### src/sv/pifu_pkg.sv
// Shared types, codes and character constants of the printf integer formatter.
package pifu_pkg;

    // Field widths
    localparam int VALUE_W = 64;
    localparam int CHAR_W  = 8;
    localparam int CFG_IW  = 3;
    localparam int CFG_DW  = 7;

    // Digit store: 22 digits cover 64 bits in octal, 20 in decimal, 16 in hex
    localparam int NDIG = 22;
    localparam int DLW  = 5;

    // Register indexes of the configuration port
    localparam logic [CFG_IW-1:0] REG_CONVERSION = 3'd0;
    localparam logic [CFG_IW-1:0] REG_SIZE_MODE  = 3'd1;
    localparam logic [CFG_IW-1:0] REG_WIDTH      = 3'd2;
    localparam logic [CFG_IW-1:0] REG_PRECISION  = 3'd3;
    localparam logic [CFG_IW-1:0] REG_FLAGS      = 3'd4;

    // Conversion codes
    localparam logic [2:0] CONV_SDEC = 3'd0;
    localparam logic [2:0] CONV_UDEC = 3'd1;
    localparam logic [2:0] CONV_OCT  = 3'd2;
    localparam logic [2:0] CONV_XLO  = 3'd3;
    localparam logic [2:0] CONV_XUP  = 3'd4;

    // Size codes
    localparam logic [1:0] SIZE_INT   = 2'd0;
    localparam logic [1:0] SIZE_SHORT = 2'd1;

    // Flag bit positions
    localparam int FLAG_LEFT  = 0;
    localparam int FLAG_PLUS  = 1;
    localparam int FLAG_SPACE = 2;
    localparam int FLAG_ALT   = 3;
    localparam int FLAG_ZPAD  = 4;

    // ASCII characters
    localparam logic [CHAR_W-1:0] CH_SPACE = 8'h20;
    localparam logic [CHAR_W-1:0] CH_PLUS  = 8'h2B;
    localparam logic [CHAR_W-1:0] CH_MINUS = 8'h2D;
    localparam logic [CHAR_W-1:0] CH_ZERO  = 8'h30;
    localparam logic [CHAR_W-1:0] CH_A_UP  = 8'h41;
    localparam logic [CHAR_W-1:0] CH_A_LO  = 8'h61;
    localparam logic [CHAR_W-1:0] CH_X_UP  = 8'h58;
    localparam logic [CHAR_W-1:0] CH_X_LO  = 8'h78;

    typedef enum logic [1:0] {
        BASE_DEC,
        BASE_OCT,
        BASE_HEX
    } base_t;

    typedef enum logic [2:0] {
        ST_IDLE,
        ST_CONV,
        ST_NORM,
        ST_PLAN1,
        ST_PLAN2,
        ST_EMIT
    } state_t;

    // Control from the sequencer to the digit engine
    typedef struct packed {
        logic  load;
        logic  step;
        logic  norm;
        logic  emit;
        base_t base;
    } dig_ctrl_t;

    // Status from the digit engine
    typedef struct packed {
        logic [3:0]     top;
        logic [DLW-1:0] dl;
    } dig_stat_t;

    // Map one digit to its ASCII character
    function automatic logic [CHAR_W-1:0] digit_char(input logic [3:0] d, input logic upper);
        logic [CHAR_W-1:0] c;
        if (d < 4'd10)
        begin
            c = CH_ZERO + {4'd0, d};
        end
        else
        begin
            c = (upper ? CH_A_UP : CH_A_LO) + {4'd0, d} - 8'd10;
        end
        return c;
    endfunction

endpackage

### src/sv/pifu_if.sv
// Handshake interfaces of the formatter: argument, text and configuration channels.
interface pifu_arg_if;
    import pifu_pkg::*;
    logic               valid;
    logic               ready;
    logic [VALUE_W-1:0] value_bits;
    modport source (output valid, output value_bits, input ready);
    modport sink (input valid, input value_bits, output ready);
endinterface

interface pifu_text_if;
    import pifu_pkg::*;
    logic              valid;
    logic              ready;
    logic [CHAR_W-1:0] out_char;
    logic              last_char;
    modport source (output valid, output out_char, output last_char, input ready);
    modport sink (input valid, input out_char, input last_char, output ready);
endinterface

interface pifu_cfg_if;
    import pifu_pkg::*;
    logic              valid;
    logic              ready;
    logic [CFG_IW-1:0] index;
    logic [CFG_DW-1:0] data;
    modport source (output valid, output index, output data, input ready);
    modport sink (input valid, input index, input data, output ready);
endinterface

### src/sv/pifu_digits.sv
// Digit engine: bit-serial binary to digit conversion, normalization and digit shift-out.
module pifu_digits (
    input  logic                      clk,
    input  pifu_pkg::dig_ctrl_t       ctrl,
    input  logic [pifu_pkg::VALUE_W-1:0] mag,
    output pifu_pkg::dig_stat_t       stat
);
    import pifu_pkg::*;

    logic [VALUE_W-1:0] mag_reg, mag_next;
    logic [3:0]         dig_reg [NDIG];
    logic [3:0]         dig_next [NDIG];
    logic [DLW-1:0]     dl_reg, dl_next;
    logic [3:0]         adj [NDIG];
    logic [3:0]         shifted [NDIG];
    logic [NDIG-1:0]    hi;
    logic [NDIG-1:0]    carry;

    // Per-digit slices: decimal add-3 adjust, then shift one bit in from below
    always_comb
    begin
        for (int i = 0; i < NDIG; i++)
        begin
            if (ctrl.base == BASE_DEC && dig_reg[i] >= 4'd5)
            begin
                adj[i] = dig_reg[i] + 4'd3;
            end
            else
            begin
                adj[i] = dig_reg[i];
            end
            hi[i] = (ctrl.base == BASE_OCT) ? adj[i][2] : adj[i][3];
        end
        carry[0] = mag_reg[VALUE_W-1];
        for (int i = 1; i < NDIG; i++)
        begin
            carry[i] = hi[i-1];
        end
        for (int i = 0; i < NDIG; i++)
        begin
            if (ctrl.base == BASE_OCT)
            begin
                shifted[i] = {1'b0, adj[i][1:0], carry[i]};
            end
            else
            begin
                shifted[i] = {adj[i][2:0], carry[i]};
            end
        end
    end

    // Load, convert one bit, or shift the digits up by one place
    always_comb
    begin
        mag_next = mag_reg;
        dl_next  = dl_reg;
        for (int i = 0; i < NDIG; i++)
        begin
            dig_next[i] = dig_reg[i];
        end
        if (ctrl.load)
        begin
            mag_next = mag;
            dl_next  = DLW'(NDIG);
            for (int i = 0; i < NDIG; i++)
            begin
                dig_next[i] = 4'd0;
            end
        end
        else if (ctrl.step)
        begin
            mag_next = {mag_reg[VALUE_W-2:0], 1'b0};
            for (int i = 0; i < NDIG; i++)
            begin
                dig_next[i] = shifted[i];
            end
        end
        else if (ctrl.norm || ctrl.emit)
        begin
            dig_next[0] = 4'd0;
            for (int i = 1; i < NDIG; i++)
            begin
                dig_next[i] = dig_reg[i-1];
            end
            if (ctrl.norm)
            begin
                dl_next = dl_reg - 1'b1;
            end
        end
    end

    always_ff @(posedge clk)
    begin
        mag_reg <= mag_next;
        dl_reg  <= dl_next;
        dig_reg <= dig_next;
    end

    assign stat.top = dig_reg[NDIG-1];
    assign stat.dl  = dl_reg;

endmodule

### src/sv/printf_integer_formatter_unit.sv
// Top level of the printf integer formatter (conversions d, u, o, x, X).
//
// Channels: arg takes one 64-bit raw argument per request; text returns the
// characters of the formatted field, one per request, with last_char set on
// the final one; cfg writes the five format registers by index and is always
// ready. Write cfg only while the block is idle.
// Timing: after an argument is taken, a bit-serial conversion of all 64 bits
// runs through the digit engine, then leading zero digits are dropped and
// the plan states PLAN1 and PLAN2 size the field. Characters then follow,
// one per cycle while text is ready. The next argument is taken once the
// last character sits in the output register.
// A field with no characters at all produces no text requests.
// Reset: registers take their reset values (conversion d, int size, width 0,
// no precision, no flags), the sequencer is idle and the output is empty.
// Stall: while text is not ready the character in the output register holds
// and the sequencer waits; no character is dropped.
module printf_integer_formatter_unit #(
    parameter int MAX_FIELD_CHARS = 62
) (
    input  logic         clk,
    input  logic         rst_n,
    pifu_arg_if.sink     arg,
    pifu_text_if.source  text,
    pifu_cfg_if.sink     cfg
);
    import pifu_pkg::*;

    localparam int CW = $clog2(MAX_FIELD_CHARS + 1);
    localparam int WW = ((CW > 6) ? CW : 6) + 2;

    state_t state_reg, state_next;

    // Configuration registers
    logic [2:0] conv_reg;
    logic [1:0] size_reg;
    logic [5:0] width_reg;
    logic [6:0] prec_reg;
    logic [4:0] flags_reg;

    // Item control
    logic [5:0] bit_cnt_reg, bit_cnt_next;
    logic       neg_reg, neg_next;
    logic       vzero_reg, vzero_next;

    // Field plan
    logic [DLW-1:0]    dl_eff_reg, dl_eff_next;
    logic [CW-1:0]     zl_reg, zl_next;
    logic              sign_on_reg, sign_on_next;
    logic [CHAR_W-1:0] sign_chr_reg, sign_chr_next;
    logic              plen_reg, plen_next;
    logic              uz_reg, uz_next;
    logic              left_reg, left_next;

    // Emit counters
    logic [CW-1:0]  lead_reg, lead_next;
    logic [1:0]     pre_reg, pre_next;
    logic [CW-1:0]  zero_reg, zero_next;
    logic [DLW-1:0] dig_cnt_reg, dig_cnt_next;
    logic [CW-1:0]  trail_reg, trail_next;
    logic [CW-1:0]  rem_reg, rem_next;

    // Output register
    logic              ovalid_reg;
    logic [CHAR_W-1:0] ochar_reg;
    logic              olast_reg;

    logic [2:0]         conv_eff;
    base_t              base;
    logic               upper;
    logic [VALUE_W-1:0] vmask;
    logic [VALUE_W-1:0] vmasked;
    logic               sbit;
    logic               neg_now;
    logic [VALUE_W-1:0] mag_now;
    dig_ctrl_t          dig_ctrl;
    dig_stat_t          dig_stat;
    logic               norm_more;
    logic               slot_free;
    logic               emit;
    logic               dig_sel;
    logic [CHAR_W-1:0]  ch;

    logic [WW-1:0] prec_w, prec_c, dle_w, zl_w, content, width_w, width_c, pad_w, total_w;
    logic          has_prec;
    logic          oct_fix;

    // Map the conversion code and pick the base
    always_comb
    begin
        case (conv_reg)
            CONV_SDEC, CONV_UDEC, CONV_OCT, CONV_XLO, CONV_XUP: conv_eff = conv_reg;
            default: conv_eff = CONV_UDEC;
        endcase
        case (conv_eff)
            CONV_OCT:           base = BASE_OCT;
            CONV_XLO, CONV_XUP: base = BASE_HEX;
            default:            base = BASE_DEC;
        endcase
        upper = (conv_eff == CONV_XUP);
    end

    // Cut the argument to size and take the magnitude
    always_comb
    begin
        case (size_reg)
            SIZE_SHORT:
            begin
                vmask = 64'h0000_0000_0000_FFFF;
                sbit  = arg.value_bits[15];
            end
            SIZE_INT:
            begin
                vmask = 64'h0000_0000_FFFF_FFFF;
                sbit  = arg.value_bits[31];
            end
            default:
            begin
                vmask = '1;
                sbit  = arg.value_bits[VALUE_W-1];
            end
        endcase
        vmasked = arg.value_bits & vmask;
        neg_now = (conv_eff == CONV_SDEC) && sbit;
        mag_now = neg_now ? ((~vmasked + 64'd1) & vmask) : vmasked;
    end

    pifu_digits u_digits (
        .clk  (clk),
        .ctrl (dig_ctrl),
        .mag  (mag_now),
        .stat (dig_stat)
    );

    assign norm_more = (dig_stat.top == 4'd0) && (dig_stat.dl > DLW'(1));
    assign slot_free = !ovalid_reg || text.ready;

    // Field plan: precision zeros, sign, prefix, then padding
    always_comb
    begin
        has_prec = !prec_reg[6];
        prec_w   = WW'(prec_reg[5:0]);
        prec_c   = (prec_w > WW'(MAX_FIELD_CHARS - 2)) ? WW'(MAX_FIELD_CHARS - 2) : prec_w;
        dle_w    = (has_prec && prec_w == '0 && vzero_reg) ? '0 : WW'(dig_stat.dl);
        zl_w     = (has_prec && prec_c > dle_w) ? prec_c - dle_w : '0;
        oct_fix  = flags_reg[FLAG_ALT] && (conv_eff == CONV_OCT) && (zl_w == '0)
                   && !((dle_w != '0) && vzero_reg);
        content  = WW'(sign_on_reg) + (plen_reg ? WW'(2) : WW'(0)) + WW'(zl_reg)
                   + WW'(dl_eff_reg);
        width_w  = WW'(width_reg);
        width_c  = (width_w > WW'(MAX_FIELD_CHARS)) ? WW'(MAX_FIELD_CHARS) : width_w;
        pad_w    = (width_c > content) ? width_c - content : '0;
        total_w  = (width_c > content) ? width_c : content;
    end

    // Pick the next character of the field
    always_comb
    begin
        ch      = CH_SPACE;
        dig_sel = 1'b0;
        if (lead_reg != '0)
        begin
            ch = CH_SPACE;
        end
        else if (sign_on_reg)
        begin
            ch = sign_chr_reg;
        end
        else if (pre_reg != 2'd0)
        begin
            ch = (pre_reg == 2'd2) ? CH_ZERO : (upper ? CH_X_UP : CH_X_LO);
        end
        else if (zero_reg != '0)
        begin
            ch = CH_ZERO;
        end
        else if (dig_cnt_reg != '0)
        begin
            ch      = digit_char(dig_stat.top, upper);
            dig_sel = 1'b1;
        end
    end

    // Next state
    always_comb
    begin
        state_next = state_reg;
        case (state_reg)
            ST_IDLE:
            begin
                if (arg.valid)
                begin
                    state_next = ST_CONV;
                end
            end
            ST_CONV:
            begin
                if (bit_cnt_reg == 6'd63)
                begin
                    state_next = ST_NORM;
                end
            end
            ST_NORM:
            begin
                if (!norm_more)
                begin
                    state_next = ST_PLAN1;
                end
            end
            ST_PLAN1:
            begin
                state_next = ST_PLAN2;
            end
            ST_PLAN2:
            begin
                state_next = (total_w == '0) ? ST_IDLE : ST_EMIT;
            end
            ST_EMIT:
            begin
                if (slot_free && rem_reg == CW'(1))
                begin
                    state_next = ST_IDLE;
                end
            end
            default:
            begin
                state_next = ST_IDLE;
            end
        endcase
    end

    // State outputs
    always_comb
    begin
        arg.ready     = 1'b0;
        emit          = 1'b0;
        dig_ctrl.load = 1'b0;
        dig_ctrl.step = 1'b0;
        dig_ctrl.norm = 1'b0;
        dig_ctrl.emit = 1'b0;
        dig_ctrl.base = base;
        case (state_reg)
            ST_IDLE:
            begin
                arg.ready     = 1'b1;
                dig_ctrl.load = arg.valid;
            end
            ST_CONV:
            begin
                dig_ctrl.step = 1'b1;
            end
            ST_NORM:
            begin
                dig_ctrl.norm = norm_more;
            end
            ST_EMIT:
            begin
                emit          = slot_free;
                dig_ctrl.emit = slot_free && dig_sel;
            end
            default:
            begin
                emit = 1'b0;
            end
        endcase
    end

    // Datapath next values
    always_comb
    begin
        bit_cnt_next  = bit_cnt_reg;
        neg_next      = neg_reg;
        vzero_next    = vzero_reg;
        dl_eff_next   = dl_eff_reg;
        zl_next       = zl_reg;
        sign_on_next  = sign_on_reg;
        sign_chr_next = sign_chr_reg;
        plen_next     = plen_reg;
        uz_next       = uz_reg;
        left_next     = left_reg;
        lead_next     = lead_reg;
        pre_next      = pre_reg;
        zero_next     = zero_reg;
        dig_cnt_next  = dig_cnt_reg;
        trail_next    = trail_reg;
        rem_next      = rem_reg;
        case (state_reg)
            ST_IDLE:
            begin
                bit_cnt_next = 6'd0;
                neg_next     = neg_now;
                vzero_next   = (vmasked == '0);
            end
            ST_CONV:
            begin
                bit_cnt_next = bit_cnt_reg + 6'd1;
            end
            ST_PLAN1:
            begin
                dl_eff_next  = DLW'(dle_w);
                zl_next      = CW'(zl_w + WW'(oct_fix));
                sign_on_next = (conv_eff == CONV_SDEC)
                               && (neg_reg || flags_reg[FLAG_PLUS] || flags_reg[FLAG_SPACE]);
                if (neg_reg)
                begin
                    sign_chr_next = CH_MINUS;
                end
                else if (flags_reg[FLAG_PLUS])
                begin
                    sign_chr_next = CH_PLUS;
                end
                else
                begin
                    sign_chr_next = CH_SPACE;
                end
                plen_next = flags_reg[FLAG_ALT] && (base == BASE_HEX) && !vzero_reg;
                left_next = flags_reg[FLAG_LEFT];
                uz_next   = flags_reg[FLAG_ZPAD] && !has_prec && !flags_reg[FLAG_LEFT];
            end
            ST_PLAN2:
            begin
                lead_next    = (!left_reg && !uz_reg) ? CW'(pad_w) : '0;
                pre_next     = plen_reg ? 2'd2 : 2'd0;
                zero_next    = CW'(WW'(zl_reg) + (uz_reg ? pad_w : '0));
                dig_cnt_next = dl_eff_reg;
                trail_next   = left_reg ? CW'(pad_w) : '0;
                rem_next     = CW'(total_w);
            end
            ST_EMIT:
            begin
                if (emit)
                begin
                    rem_next = rem_reg - 1'b1;
                    if (lead_reg != '0)
                    begin
                        lead_next = lead_reg - 1'b1;
                    end
                    else if (sign_on_reg)
                    begin
                        sign_on_next = 1'b0;
                    end
                    else if (pre_reg != 2'd0)
                    begin
                        pre_next = pre_reg - 2'd1;
                    end
                    else if (zero_reg != '0)
                    begin
                        zero_next = zero_reg - 1'b1;
                    end
                    else if (dig_cnt_reg != '0)
                    begin
                        dig_cnt_next = dig_cnt_reg - 1'b1;
                    end
                    else if (trail_reg != '0)
                    begin
                        trail_next = trail_reg - 1'b1;
                    end
                end
            end
            default:
            begin
                rem_next = rem_reg;
            end
        endcase
    end

    // Sequencer, configuration registers and output valid
    always_ff @(posedge clk or negedge rst_n)
    begin
        if (!rst_n)
        begin
            state_reg  <= ST_IDLE;
            conv_reg   <= CONV_SDEC;
            size_reg   <= SIZE_INT;
            width_reg  <= 6'd0;
            prec_reg   <= 7'h7F;
            flags_reg  <= 5'd0;
            ovalid_reg <= 1'b0;
        end
        else
        begin
            state_reg <= state_next;
            if (cfg.valid)
            begin
                case (cfg.index)
                    REG_CONVERSION: conv_reg  <= cfg.data[2:0];
                    REG_SIZE_MODE:  size_reg  <= cfg.data[1:0];
                    REG_WIDTH:      width_reg <= cfg.data[5:0];
                    REG_PRECISION:  prec_reg  <= cfg.data;
                    REG_FLAGS:      flags_reg <= cfg.data[4:0];
                    default:        prec_reg  <= prec_reg;
                endcase
            end
            if (emit)
            begin
                ovalid_reg <= 1'b1;
            end
            else if (text.ready)
            begin
                ovalid_reg <= 1'b0;
            end
        end
    end

    // Plan, counters and output payload
    always_ff @(posedge clk)
    begin
        bit_cnt_reg  <= bit_cnt_next;
        neg_reg      <= neg_next;
        vzero_reg    <= vzero_next;
        dl_eff_reg   <= dl_eff_next;
        zl_reg       <= zl_next;
        sign_on_reg  <= sign_on_next;
        sign_chr_reg <= sign_chr_next;
        plen_reg     <= plen_next;
        uz_reg       <= uz_next;
        left_reg     <= left_next;
        lead_reg     <= lead_next;
        pre_reg      <= pre_next;
        zero_reg     <= zero_next;
        dig_cnt_reg  <= dig_cnt_next;
        trail_reg    <= trail_next;
        rem_reg      <= rem_next;
        if (emit)
        begin
            ochar_reg <= ch;
            olast_reg <= (rem_reg == CW'(1));
        end
    end

    assign cfg.ready      = 1'b1;
    assign text.valid     = ovalid_reg;
    assign text.out_char  = ochar_reg;
    assign text.last_char = olast_reg;

endmodule

### src/flat_wrapper.sv
// flat-port wrapper written by rule: the top's interface ports become plain ports
module printf_integer_formatter_unit_flat import pifu_pkg::*;
#(
    parameter int MAX_FIELD_CHARS = 62
)
  (clk, rst_n, arg_valid, arg_value_bits, arg_ready, text_valid, text_out_char, text_last_char, text_ready, cfg_valid, cfg_index, cfg_data, cfg_ready);
  pifu_arg_if arg_i ();
  pifu_text_if text_i ();
  pifu_cfg_if cfg_i ();
  input  logic clk;
  input  logic rst_n;
  input wire logic [$bits(arg_i.valid)-1:0] arg_valid;
  input wire logic [$bits(arg_i.value_bits)-1:0] arg_value_bits;
  output wire logic [$bits(arg_i.ready)-1:0] arg_ready;
  output wire logic [$bits(text_i.valid)-1:0] text_valid;
  output wire logic [$bits(text_i.out_char)-1:0] text_out_char;
  output wire logic [$bits(text_i.last_char)-1:0] text_last_char;
  input wire logic [$bits(text_i.ready)-1:0] text_ready;
  input wire logic [$bits(cfg_i.valid)-1:0] cfg_valid;
  input wire logic [$bits(cfg_i.index)-1:0] cfg_index;
  input wire logic [$bits(cfg_i.data)-1:0] cfg_data;
  output wire logic [$bits(cfg_i.ready)-1:0] cfg_ready;
  assign arg_i.valid = arg_valid;
  assign arg_i.value_bits = arg_value_bits;
  assign arg_ready = arg_i.ready;
  assign text_valid = text_i.valid;
  assign text_out_char = text_i.out_char;
  assign text_last_char = text_i.last_char;
  assign text_i.ready = text_ready;
  assign cfg_i.valid = cfg_valid;
  assign cfg_i.index = cfg_index;
  assign cfg_i.data = cfg_data;
  assign cfg_ready = cfg_i.ready;
  printf_integer_formatter_unit #(.MAX_FIELD_CHARS(MAX_FIELD_CHARS)) u_core (.clk(clk), .rst_n(rst_n), .arg(arg_i), .text(text_i), .cfg(cfg_i));
endmodule
### config.mk
export PLATFORM = sky130hd
export DESIGN_NAME = printf_integer_formatter_unit_flat
export DESIGN_NICKNAME = d
export VERILOG_FILES = /design/src/sv/pifu_pkg.sv /design/src/sv/pifu_if.sv /design/src/sv/pifu_digits.sv /design/src/sv/printf_integer_formatter_unit.sv /design/src/flat_wrapper.sv
export SDC_FILE = /design/constraint.sdc
export NUM_CORES = 1
export LEC_CHECK = 0
export BUFFER_PORTS_ARGS = -buffer_cell sky130_fd_sc_hd__clkbuf_2
export CAP_MARGIN = 10
export CORE_ASPECT_RATIO = 0.5
export CORE_MARGIN = 4
export CORE_UTILIZATION = 55
export CTS_CLUSTER_DIAMETER = 30
export DETAILED_ROUTE_END_ITERATION = 10
export GPL_ROUTABILITY_DRIVEN = 0
export PLACE_DENSITY = 0.76
export SLEW_MARGIN = 20
export SYNTH_ARGS = -nofsm -noshare
export SYNTH_HDL_FRONTEND = slang
export SYNTH_SLANG_ARGS = --single-unit
### constraint.sdc
create_clock -name clk -period 5.05 [get_ports clk]
set_input_delay 1.01 -clock clk [delete_from_list [all_inputs] [get_ports clk]]
set_output_delay 1.01 -clock clk [all_outputs]
set_load 0.005 [all_outputs]
-- Word level (Yosys, flattened, before mapping)
Index checks and enable logic that the tools add are counted.
- input bits: 79
- memory bits (read-only): 0
- register bits after elaboration: 249
- latch bits: 0
- memories: 0
- output and inout port bits: 12
- logic and storage cells: 381
- RAM bits: 0
- muxes and demuxes: 139
- equal/unequal tests: 35
- shifts and indexed selects: 0
- multipliers: 0
- $add $sub $neg: 40
- divide/modulo/power cells: 0
- bitwise operators: 4
- $lt $le $gt $ge: 28
- reductions and logical operators: 87
- operators by type and width (cell ; count):
    $mux 64 ; 3
    $mux 4 ; 44
    $mux 88 ; 2
    $and 64x64->64 ; 2
    $pmux 64 s2 ; 1
    $mux 6 ; 15
    $ge 4x3->1 const B ; 22
    $add 4x2->4 const B ; 21
    $add 64x1->64 const B ; 1
    $logic_not 64->1 ; 1
    $mux 8 ; 8
    $not 64->64 ; 1
    $pmux 6 s2 ; 4
    $logic_and 1x1->1 ; 39
    $mux 1 ; 36
    $mux 5 ; 7
    $eq 3x2->1 const B ; 8
    $mux 3 ; 7
    $pmux 3 s6 ; 1
    $sub 6x1->6 const B ; 3
    $logic_not 8->1 ; 2
    $eq 3x3->1 const B ; 5
    $ne 2x1->1 const B ; 7
    $reduce_bool 2->1 ; 7
    47 further kinds ; 86

-- Longest topological paths before layout
Gate-level depths: netlist of run 1.
- depth after elaboration: 12
- gate-level depth with buffers: 21
- gate-level depth less buffers: 20

-- Modules after synthesis
Synthesis of run 1 repeated with hierarchy kept, for this count alone.
- cell total of the unflattened synthesis: 1805
- area total of the unflattened synthesis: 16724.8 sq um
- by module, submodules not included (module ; area an instance (sq um) ; cells each ; instances):
    pifu_digits ; 9350.2 ; 970 ; 1
    printf_integer_formatter_unit ; 7374.6 ; 835 ; 1

-- Worst setup path after synthesis of run 1
No wires, ideal clock.
- path type: register to register
- start point: register u_core.plen_reg
- end point: register u_core.zero_reg[5], data pin
- buffers on the path: 1
- slack: 0.242 ns
- library setup time: 0.266 ns
- arrival time: 4.542 ns
- data required time: 4.784 ns
- cell stages (with the launch flop): 22
- cells stage by stage: edfxtp_1 fa_1 ha_1 fa_1 xor2_1 inv_1 ha_1 and4_1 a21oi_1 o311ai_1 a311o_1 buf_6 or3_1 inv_1 ha_1 a21o_1 a21oi_1 o21bai_1 a21oi_1 xnor2_1 xnor2_1 o21ai_1
- word-level cells in the longest chain between the ends: 9
- RTL lines (item ; RTL line ; source):
    start, declared ; printf_integer_formatter_unit.sv:50 ; logic plen_reg, plen_next;
    start signal, assigned ; printf_integer_formatter_unit.sv:414 ; plen_reg <= plen_next;
    $mux 2 (*) ; printf_integer_formatter_unit.sv:147 ; content = WW'(sign_on_reg) + (plen_reg ? WW'(2) : WW'(0)) + WW'(zl_reg)
    $add 1x8->8 (*) ; printf_integer_formatter_unit.sv:147 ;
    $add 8x6->8 (*) ; printf_integer_formatter_unit.sv:147 ;
    $add 8x5->8 (*) ; printf_integer_formatter_unit.sv:148 ; + WW'(dl_eff_reg);
    $gt 6x8->1 or $sub 6x6->6 (tied branches) ; printf_integer_formatter_unit.sv:151 ; pad_w = (width_c > content) ? width_c - content : '0;
    $mux 6 (*) ; printf_integer_formatter_unit.sv:151 ;
    $mux 6 (*) ; printf_integer_formatter_unit.sv:323 ; zero_next = CW'(WW'(zl_reg) + (uz_reg ? pad_w : '0));
    $add 6x6->6 (*) ; printf_integer_formatter_unit.sv:323 ;
    $pmux 6 s2 (*) ; printf_integer_formatter_unit.sv:286 ; case (state_reg)
    net u_core.zero_next[5] ; printf_integer_formatter_unit.sv:57 ; logic [CW-1:0] zero_reg, zero_next;
    end signal, assigned ; printf_integer_formatter_unit.sv:419 ; zero_reg <= zero_next;
    end, declared ; printf_integer_formatter_unit.sv:57 ;
The timed path passes the listed nets; every way through them passes the cells marked *.
A chain may end at the register's enable or synchronous reset.

-- Worst setup path in the final report of run 1
- start point: register u_core.zl_reg[1]
- end point: register u_core.zero_reg[5], data pin
- word-level cells in the longest chain between the ends: 7
- RTL lines (item ; RTL line ; source):
    start, declared ; printf_integer_formatter_unit.sv:47 ; logic [CW-1:0] zl_reg, zl_next;
    start signal, assigned ; printf_integer_formatter_unit.sv:411 ; zl_reg <= zl_next;
    $add 8x6->8 ; printf_integer_formatter_unit.sv:147 ;
    $add 8x5->8 ; printf_integer_formatter_unit.sv:148 ;
    $gt 6x8->1 or $sub 6x6->6 (tied branches) ; printf_integer_formatter_unit.sv:151 ;
    $mux 6 ; printf_integer_formatter_unit.sv:151 ;
    $mux 6 ; printf_integer_formatter_unit.sv:323 ;
    $add 6x6->6 (*) ; printf_integer_formatter_unit.sv:323 ;
    $pmux 6 s2 (*) ; printf_integer_formatter_unit.sv:286 ;
    net u_core.zero_next[5] ; printf_integer_formatter_unit.sv:57 ;
Marks and branches as above.

==> qor.txt, run 1 <==
OUTCOME
-------------------------------------------------------------------------------------
Run status                                                               finished, final reports clean

ROUTE
-------------------------------------------------------------------------------------
Pre-antenna DRT Iters                                                               5
Via count                                                                       13.6k
Drt drc                                                                             0
Final ANT Viol Nets                                                                 0
Total wirelength of the detailed-routed design                                39.0 mm
Average vias per placed instance                                                 5.89
DRC violation total after the first TritonRoute iteration                        1188
Average routed wire per standard cell                                    16.8 microns

TIMING
-------------------------------------------------------------------------------------
Number of failing setup endpoints in the final timing report                        0
Relative max-transition margin                                                  27.6%
Worst Hold Margin                                                            0.480 ns
Maximum clock skew at final layout                                          0.0239 ns
Final clock period utilization by the worst path                                97.6%
Transition time at the pin with the least slew margin                         1.08 ns
Final Hold Vio Count                                                                0
Post-route minimum period                                                     4.93 ns
Top achievable clock speed                                                    203 MHz
Final WS setup                                                               0.120 ns
Count of pins over their slew limit                                                 0

GLOBAL ROUTE
-------------------------------------------------------------------------------------
Initial antenna violation count                                                     1
GRT Util Overall                                                                23.8%
Maximum number of pins on one net before global-route repair                      116
Congestion Overflow GR                                                              0
Vias in the first global route                                                  12.6k
First-pass GRT wire length                                                    63.7 mm

PWR
-------------------------------------------------------------------------------------
Worst VDD drop                                                               0.452 mV
Overall Power                                                                 12.7 mW
Total power per unit cell area                                            702 mW/mm^2
Leakage                                                                       7.13 nW

FINAL LAYOUT
-------------------------------------------------------------------------------------
Leading cell type in the layout, fill and taps excluded                  sky130_fd_sc_hd__nor2_1
Share of post-route cells with drive strength above 1                           13.2%
Fillers                                                                          2347
Final non-filler cell total                                                      2317
ANT cells                                                                           0
Largest register FFs                                                               84
Post-synthesis to final-layout area growth                                      13.6%
Top library cells by usage in the layout, fill and taps aside            216 x sky130_fd_sc_hd__nor2_1, 150 x sky130_fd_sc_hd__nand2_1, 149 x sky130_fd_sc_hd__a21oi_1
Final #Nets                                                                      2068

CRITICAL PATH
-------------------------------------------------------------------------------------
Startpoint types                                                            flip-flop
Critical path required time                                                   5.33 ns
Classification of the worst setup path                                        reg2reg
Worst Path Arrival                                                            5.21 ns
Worst-case register-to-register setup slack                                   0.12 ns
Crit-path max FO                                                                    3
Reg-to-Reg End                                                           u_core.zero_reg[5]
Number of cells traversed by the worst register-to-register path                   20
CP startpoint                                                            u_core.zl_reg[1]
Worst reg2reg path startpoint                                            u_core.zl_reg[1]
Critical Path Sink Type                                                     flip-flop

LOGIC SYNTHESIS
-------------------------------------------------------------------------------------
Warnings, synthesis                                                                 0
Count of distinct cell types in the synthesized netlist                            77
Count of flip-flops with a built-in enable after synthesis                        123
Flip-flop cell with the highest count after synthesis                    sky130_fd_sc_hd__edfxtp_1
Sequential fraction of the synthesis area                                       39.1%
Post-synthesis instance total                                                    1853
Asr flop ratio synth                                                            11.1%
Net count of the mapped netlist                                                  2019
Synthesized area divided by synthesized cell count                         8.60 sq um
Number of synthesized register bits                                               243
Mapped cell area                                                         0.0159 sq mm

HOLD PATH
-------------------------------------------------------------------------------------
Worst Hold Launch                                                        u_core.neg_reg
Hold path depth                                                                     0
Hold-critical path endpoint                                              u_core.sign_chr_reg[2]
Worst min-delay path category                                                 reg2reg

PLACE
-------------------------------------------------------------------------------------
Place WS                                                                    0.0239 ns
Final HPWL DP                                                                 25.3 mm
Number of buffer cells added on primary ports                                      88
Placed cell count                                                                2234

FLOORPLANNING
-------------------------------------------------------------------------------------
Horizontal die dimension                                                  249 microns
Core Region                                                              0.0281 sq mm
Starting Density                                                                56.6%
Top-level I/O count                                                                91
Vertical die dimension                                                    128 microns
Standard-cell row count                                                            43
Area of the die                                                          0.0319 sq mm

CTS
-------------------------------------------------------------------------------------
Max Root-Sink Buffers                                                               3
Clock tree root driver cell                                              sky130_fd_sc_hd__clkbuf_16
H-tree level count                                                                  2
Clock sinks                                                                       243
Clock latency of the later-clocked register in the worst-skew pair            0.54 ns
Total clock buffers created by CTS                                                 41
TritonCTS clock tree                                                              yes
Clock-pin slew of the registers on the worst-case setup and hold paths        0.06 ns

FLOW RUN
-------------------------------------------------------------------------------------
Max-Cap Viols                                                                       0

per-stage QoR:
stage	cell area (sq um)	utilization, %	TNS, ns
2_1_floorplan	15900	-	0
3_3_place_gp	16600	59.0	0
3_5_place_dp	16600	59.0	0
4_1_cts	18000	64.0	0
5_1_grt	18100	64.3	-0.0926
6_report	18100	64.3	0
repair_timing:
action,CTS,global route
setup buffers,0,6
hold buffers,0,0
endpoints found under the setup margin,0,2
resized for setup,0,6
where the power goes:
part | total [mW] | internal [mW] | switching (mW)
Sequential | 4.08 | 3.28 | 0.801
Combinational | 5.78 | 2.33 | 3.44
Clock | 2.85 | 1.80 | 1.05
Total | 12.7 | 7.42 | 5.29
synthesized netlist by cell type (all sizes together) (16+ instances only):
cell type / instances / share of area (%)
a211oi: 85 / 4.0
nor3: 64 / 2.1
dfxtp: 93 / 12
mux2: 23 / 1.6
o21ai: 179 / 5.6
edfxtp: 123 / 23
xnor2: 78 / 4.3
or4: 20 / 1.0
buf: 21 / 0.75
o21a: 17 / 0.80
inv: 88 / 2.1
o211ai: 22 / 1.1
dfrtp: 20 / 3.1
xor2: 44 / 2.4
a31oi: 16 / 0.63
nor2: 217 / 5.1
nor4: 28 / 1.2
clkbuf: 87 / 2.0
nand3: 27 / 0.88
nor2b: 21 / 0.82
a21oi: 154 / 4.9
ha: 81 / 6.4
nand2: 153 / 3.6
o31ai: 23 / 1.1
nand2b: 40 / 1.6
per-layer routing:
layer	wire, microns	global-route usage [%]	vias up
li1	-	-	6762
met1	17900	33.1	6416
met2	17800	38.5	389
met3	2490	4.42	69
met4	827	6.85	0
met5	0	0	-
cell families (layout without fill, tap and decap cells):
kind of cell | Yosys count | count (layout) | synth area share [%]
AO/OA/AOI/OAI | 542 | 542 | 20.9
XOR/XNOR | 122 | 122 | 6.70
multiplexers | 38 | 38 | 2.57
adder cells (fa/ha/maj) | 87 | 87 | 7.11
flip-flops | 243 | 243 | 39.1
buffers and inverters | 196 | 278 | 4.87
AND/OR/NAND/NOR | 623 | 623 | 18.7
other | 2 | 2 | 0.0471
critical path: stages, from the launching register on:
cell and delay (ns):
sky130_fd_sc_hd__edfxtp_1 0.42, sky130_fd_sc_hd__fa_1 0.48, sky130_fd_sc_hd__ha_1 0.25, sky130_fd_sc_hd__fa_2 0.38, sky130_fd_sc_hd__a21o_1 0.21, sky130_fd_sc_hd__a21oi_2 0.15
sky130_fd_sc_hd__xor2_1 0.22, sky130_fd_sc_hd__ha_1 0.22, sky130_fd_sc_hd__nor2b_1 0.20, sky130_fd_sc_hd__o211ai_1 0.13, sky130_fd_sc_hd__a311o_1 0.41, sky130_fd_sc_hd__or3_1 0.37
sky130_fd_sc_hd__inv_1 0.09, sky130_fd_sc_hd__ha_1 0.23, sky130_fd_sc_hd__a21o_1 0.19, sky130_fd_sc_hd__a21oi_2 0.14, sky130_fd_sc_hd__o21bai_1 0.09, sky130_fd_sc_hd__a21oi_2 0.14
sky130_fd_sc_hd__xnor2_1 0.15, sky130_fd_sc_hd__xnor2_1 0.14, sky130_fd_sc_hd__o21ai_1 0.07
worst max-delay path by stage:
| stage | endpoint | slack [ns] | depth (start not counted) |
|---|---|---|---|
| finish | u_core.zero_reg[5] | 0.12 | 20 |
| global route | u_core.zero_reg[5] | -0.09 | 20 |
| CTS | u_core.zero_reg[5] | 0.006 | 20 |
| detailed placement | u_core.zero_reg[5] | 0.02 | 20 |
| global placement | u_core.zero_reg[5] | 0.16 | 20 |
| floorplan | u_core.zero_reg[5] | 0.24 | 21 |
final cells by class:
cell class              instances  area (sq um)  area share, %
multi-input cells            1414          8990           49.7
flip-flops and latches        243          6240           34.5
well taps                     382           478           2.64
clock buffers                  51          1120           6.17
repair buffers                114           656           3.62
inverters                      88           330           1.82
clock inverters                25           292           1.61
Power figures use the tool's default switching activity.
==> run 2: changes to the inputs <==
Settings changed: ABC_AREA set to 1, HOLD_SLACK_MARGIN set to 0.06, SETUP_SLACK_MARGIN set to 0.3.
==> qor.txt, run 2 <==
GLOBAL ROUTE
-----------------------------------------------------------------------------------------------------------------
Congestion Overflow GR                                                                                          0
Vias in the first global route                                                                              14.0k
Initial antenna violation count                                                                                 0
Maximum number of pins on one net before global-route repair                                                   86
GRT Util Overall                                                                                            24.9%
First-pass GRT wire length                                                                                68.4 mm

CTS
-----------------------------------------------------------------------------------------------------------------
Clock tree root driver cell                                                                          sky130_fd_sc_hd__clkbuf_16
H-tree level count                                                                                              2
Total clock buffers created by CTS                                                                             40
TritonCTS clock tree                                                                                          yes
Clock sinks                                                                                                   243
Clock-pin slew of the registers on the worst-case setup and hold paths                                    0.06 ns
Max Root-Sink Buffers                                                                                           3
Clock latency of the later-clocked register in the worst-skew pair                                        0.54 ns
Hold buffers post-CTS                                                                                           0

FINAL LAYOUT
-----------------------------------------------------------------------------------------------------------------
ANT cells                                                                                                       0
Largest register FFs                                                                                           84
Top library cells by usage in the layout, fill and taps aside                                        414 x sky130_fd_sc_hd__nand2_1, 281 x sky130_fd_sc_hd__inv_1, 224 x sky130_fd_sc_hd__o21ai_0
Utilization after layout                                                                                    64.2%
Leading cell type in the layout, fill and taps excluded                                              sky130_fd_sc_hd__nand2_1
Share of post-route cells with drive strength above 1                                                       13.5%
Final #Nets                                                                                                  2417
Final non-filler cell total                                                                                  2671
Post-synthesis to final-layout area growth                                                                  13.7%

CRITICAL PATH
-----------------------------------------------------------------------------------------------------------------
Worst path most repeated cell                                                                        sky130_fd_sc_hd__a21oi_2
Worst Path Arrival                                                                                        5.13 ns
Critical Path Sink Type                                                                                 flip-flop
Buf+Inv Stages, Crit Path                                                                                       4
Critical path required time                                                                               5.33 ns
Slowest Stage Delay on Critical Path                                                                      0.54 ns
Crit-path max FO                                                                                                4
Worst-case register-to-register setup slack                                                               0.20 ns
Startpoint types                                                                                        flip-flop
Number of cells traversed by the worst register-to-register path                                               28
Worst reg2reg path startpoint                                                                        u_core.plen_reg
Family with the most delay on the worst path                                                          adder cells
Critical-path cell with the highest stage delay                                                      sky130_fd_sc_hd__fa_1
Crit path depth                                                                                                28
Classification of the worst setup path                                                                    reg2reg
Reg-to-Reg End                                                                                       u_core.zero_reg[5]

LOGIC SYNTHESIS
-----------------------------------------------------------------------------------------------------------------
Net count of the mapped netlist                                                                              2347
Sequential fraction of the synthesis area                                                                   37.6%
Synthesized area divided by synthesized cell count                                                     7.60 sq um
Count of distinct cell types in the synthesized netlist                                                        61
Post-synthesis instance total                                                                                2181
Count of flip-flops with a built-in enable after synthesis                                                    123
Flip-flop cell with the highest count after synthesis                                                sky130_fd_sc_hd__edfxtp_1
Area share of the leading cell type in the synthesized netlist                                              22.3%
Post-Synth Simple-Gate Area                                                                                 20.7%
Cell types with the highest counts after synthesis                                                   417 x sky130_fd_sc_hd__nand2_1, 287 x sky130_fd_sc_hd__inv_1, 228 x sky130_fd_sc_hd__o21ai_0
Xor and xnor fraction of the mapped netlist area                                                            3.43%
Number of synthesized register bits                                                                           243
Warnings, synthesis                                                                                             0
Mapped cell area                                                                                     0.0166 sq mm
Most used standard cell by instance count after synthesis                                            sky130_fd_sc_hd__nand2_1
Combinational family with the most area after synthesis                                              compound AO/OA/AOI/OAI gates
Compound-gate portion of the synthesized area                                                               21.9%
Arithmetic-cell share of the synthesized area counting full adders, half adders and majority gates          6.84%
Asr flop ratio synth                                                                                        11.1%
Area contributors post-synth                                                                         sky130_fd_sc_hd__edfxtp_1 22%, sky130_fd_sc_hd__dfxtp_1 11%, sky130_fd_sc_hd__nand2_1 9.4%
Cell accounting for the most synthesized area                                                        sky130_fd_sc_hd__edfxtp_1
Share of cell area taken by muxes after synthesis                                                         0.0604%

TIMING
-----------------------------------------------------------------------------------------------------------------
Final WS setup                                                                                           0.199 ns
Total negative setup slack                                                                                   0 ns
Number of failing setup endpoints in the final timing report                                                    0
Top achievable clock speed                                                                                206 MHz
Maximum clock skew at final layout                                                                      0.0321 ns
Transition time at the pin with the least slew margin                                                     1.06 ns
Worst Hold Margin                                                                                        0.480 ns
Count of pins over their slew limit                                                                             0
Post-route minimum period                                                                                 4.85 ns
Final Hold Vio Count                                                                                            0
Relative max-transition margin                                                                              29.3%
Final clock period utilization by the worst path                                                            96.1%
RSZ-0062 raised after global routing                                                                         true

FLOORPLANNING
-----------------------------------------------------------------------------------------------------------------
Standard-cell row count                                                                                        44
Vertical die dimension                                                                                131 microns
Core Region                                                                                          0.0293 sq mm
Area of the die                                                                                      0.0332 sq mm
Starting Density                                                                                            56.5%
Top-level I/O count                                                                                            91
Horizontal die dimension                                                                              254 microns

PLACE
-----------------------------------------------------------------------------------------------------------------
Place WS                                                                                                0.0154 ns
Number of buffer cells added on primary ports                                                                  88
Placed cell count                                                                                            2585
Final HPWL DP                                                                                             28.3 mm

ROUTE
-----------------------------------------------------------------------------------------------------------------
Total wirelength of the detailed-routed design                                                            41.9 mm
Average routed wire per standard cell                                                                15.7 microns
Drt drc                                                                                                         0
Final ANT Viol Nets                                                                                             0
Average vias per placed instance                                                                             5.72
Via count                                                                                                   15.3k
DRC violation total after the first TritonRoute iteration                                                    1448
Pre-antenna DRT Iters                                                                                           7

PWR
-----------------------------------------------------------------------------------------------------------------
Worst VDD drop                                                                                           0.504 mV
Leakage                                                                                                   8.49 nW
Total power per unit cell area                                                                        682 mW/mm^2

OUTCOME
-----------------------------------------------------------------------------------------------------------------
Run status                                                                                           finished, final reports clean

FLOW RUN
-----------------------------------------------------------------------------------------------------------------
Max-Cap Viols                                                                                                   0

HOLD PATH
-----------------------------------------------------------------------------------------------------------------
Worst Hold Launch                                                                                    u_core.neg_reg
Worst min-delay path category                                                                             reg2reg
Hold path depth                                                                                                 0
Hold-critical path endpoint                                                                          u_core.sign_chr_reg[2]

## run 2: area by class of cell
type	count	area, sq um
Tap cell	391	489
Timing Repair Buffer	123	716
Clock inverter	22	290
Clock buffer	49	1100
Fill cell	2509	10500
Sequential cell	243	6240
Multi-Input combinational cell	1544	8890
Inverter	299	1120
## run 2: logic make-up after synthesis
logic type / Yosys count
AO/OA/AOI/OAI: 577
other: 2
AND/OR/NAND/NOR: 812
XOR/XNOR: 65
buffers and inverters: 394
adder cells (fa/ha/maj): 87
multiplexers: 1
flip-flops: 243
## run 2: worst max path at each step
stage | startpoint | to | slack [ns]
after global routing | u_core.plen_reg | u_core.zero_reg[5] | -0.16
after floorplan | u_core.plen_reg | u_core.zero_reg[5] | 0.39
final | u_core.plen_reg | u_core.zero_reg[5] | 0.20
after global placement | u_core.zl_reg[1] | u_core.zero_reg[5] | 0.11
after CTS | u_core.dl_eff_reg[1] | u_core.zero_reg[5] | 0.30
after detailed placement | u_core.zl_reg[1] | u_core.zero_reg[5] | 0.02
## run 2: timing repair
item,in CTS,in global routing
setup buffers,9,6
pin swaps,14,20
endpoints found under the setup margin,2,3
gates resized for setup,11,18
## run 2: metrics by stage
step / cell area [sq um] / total power [mW]
finish: 18800 / 12.9
global route: 18800 / 13.9
CTS: 18700 / 12.6
detailed placement: 17200 / 9.59
global placement: 17200 / 9.45
floorplan: 16600 / 8.31
## run 2: where the power goes
part	switching [mW]	internal [mW]
clock network	1.06	1.79
logic	4.03	2.26
registers	0.503	3.22
total	5.59	7.26
## run 2: per-layer routing
| metal | vias to the layer above | track usage, % | share of wire, % | routed length [microns] |
|---|---|---|---|---|
| met2 | 572 | 40.3 | 44 | 18600 |
| li1 | 7576 | - | - | - |
| met1 | 7073 | 35.3 | 47 | 19500 |
| met5 | - | 0 | 0 | 0 |
| met4 | 0 | 5.67 | 1.7 | 713 |
| met3 | 69 | 4.45 | 7.4 | 3100 |
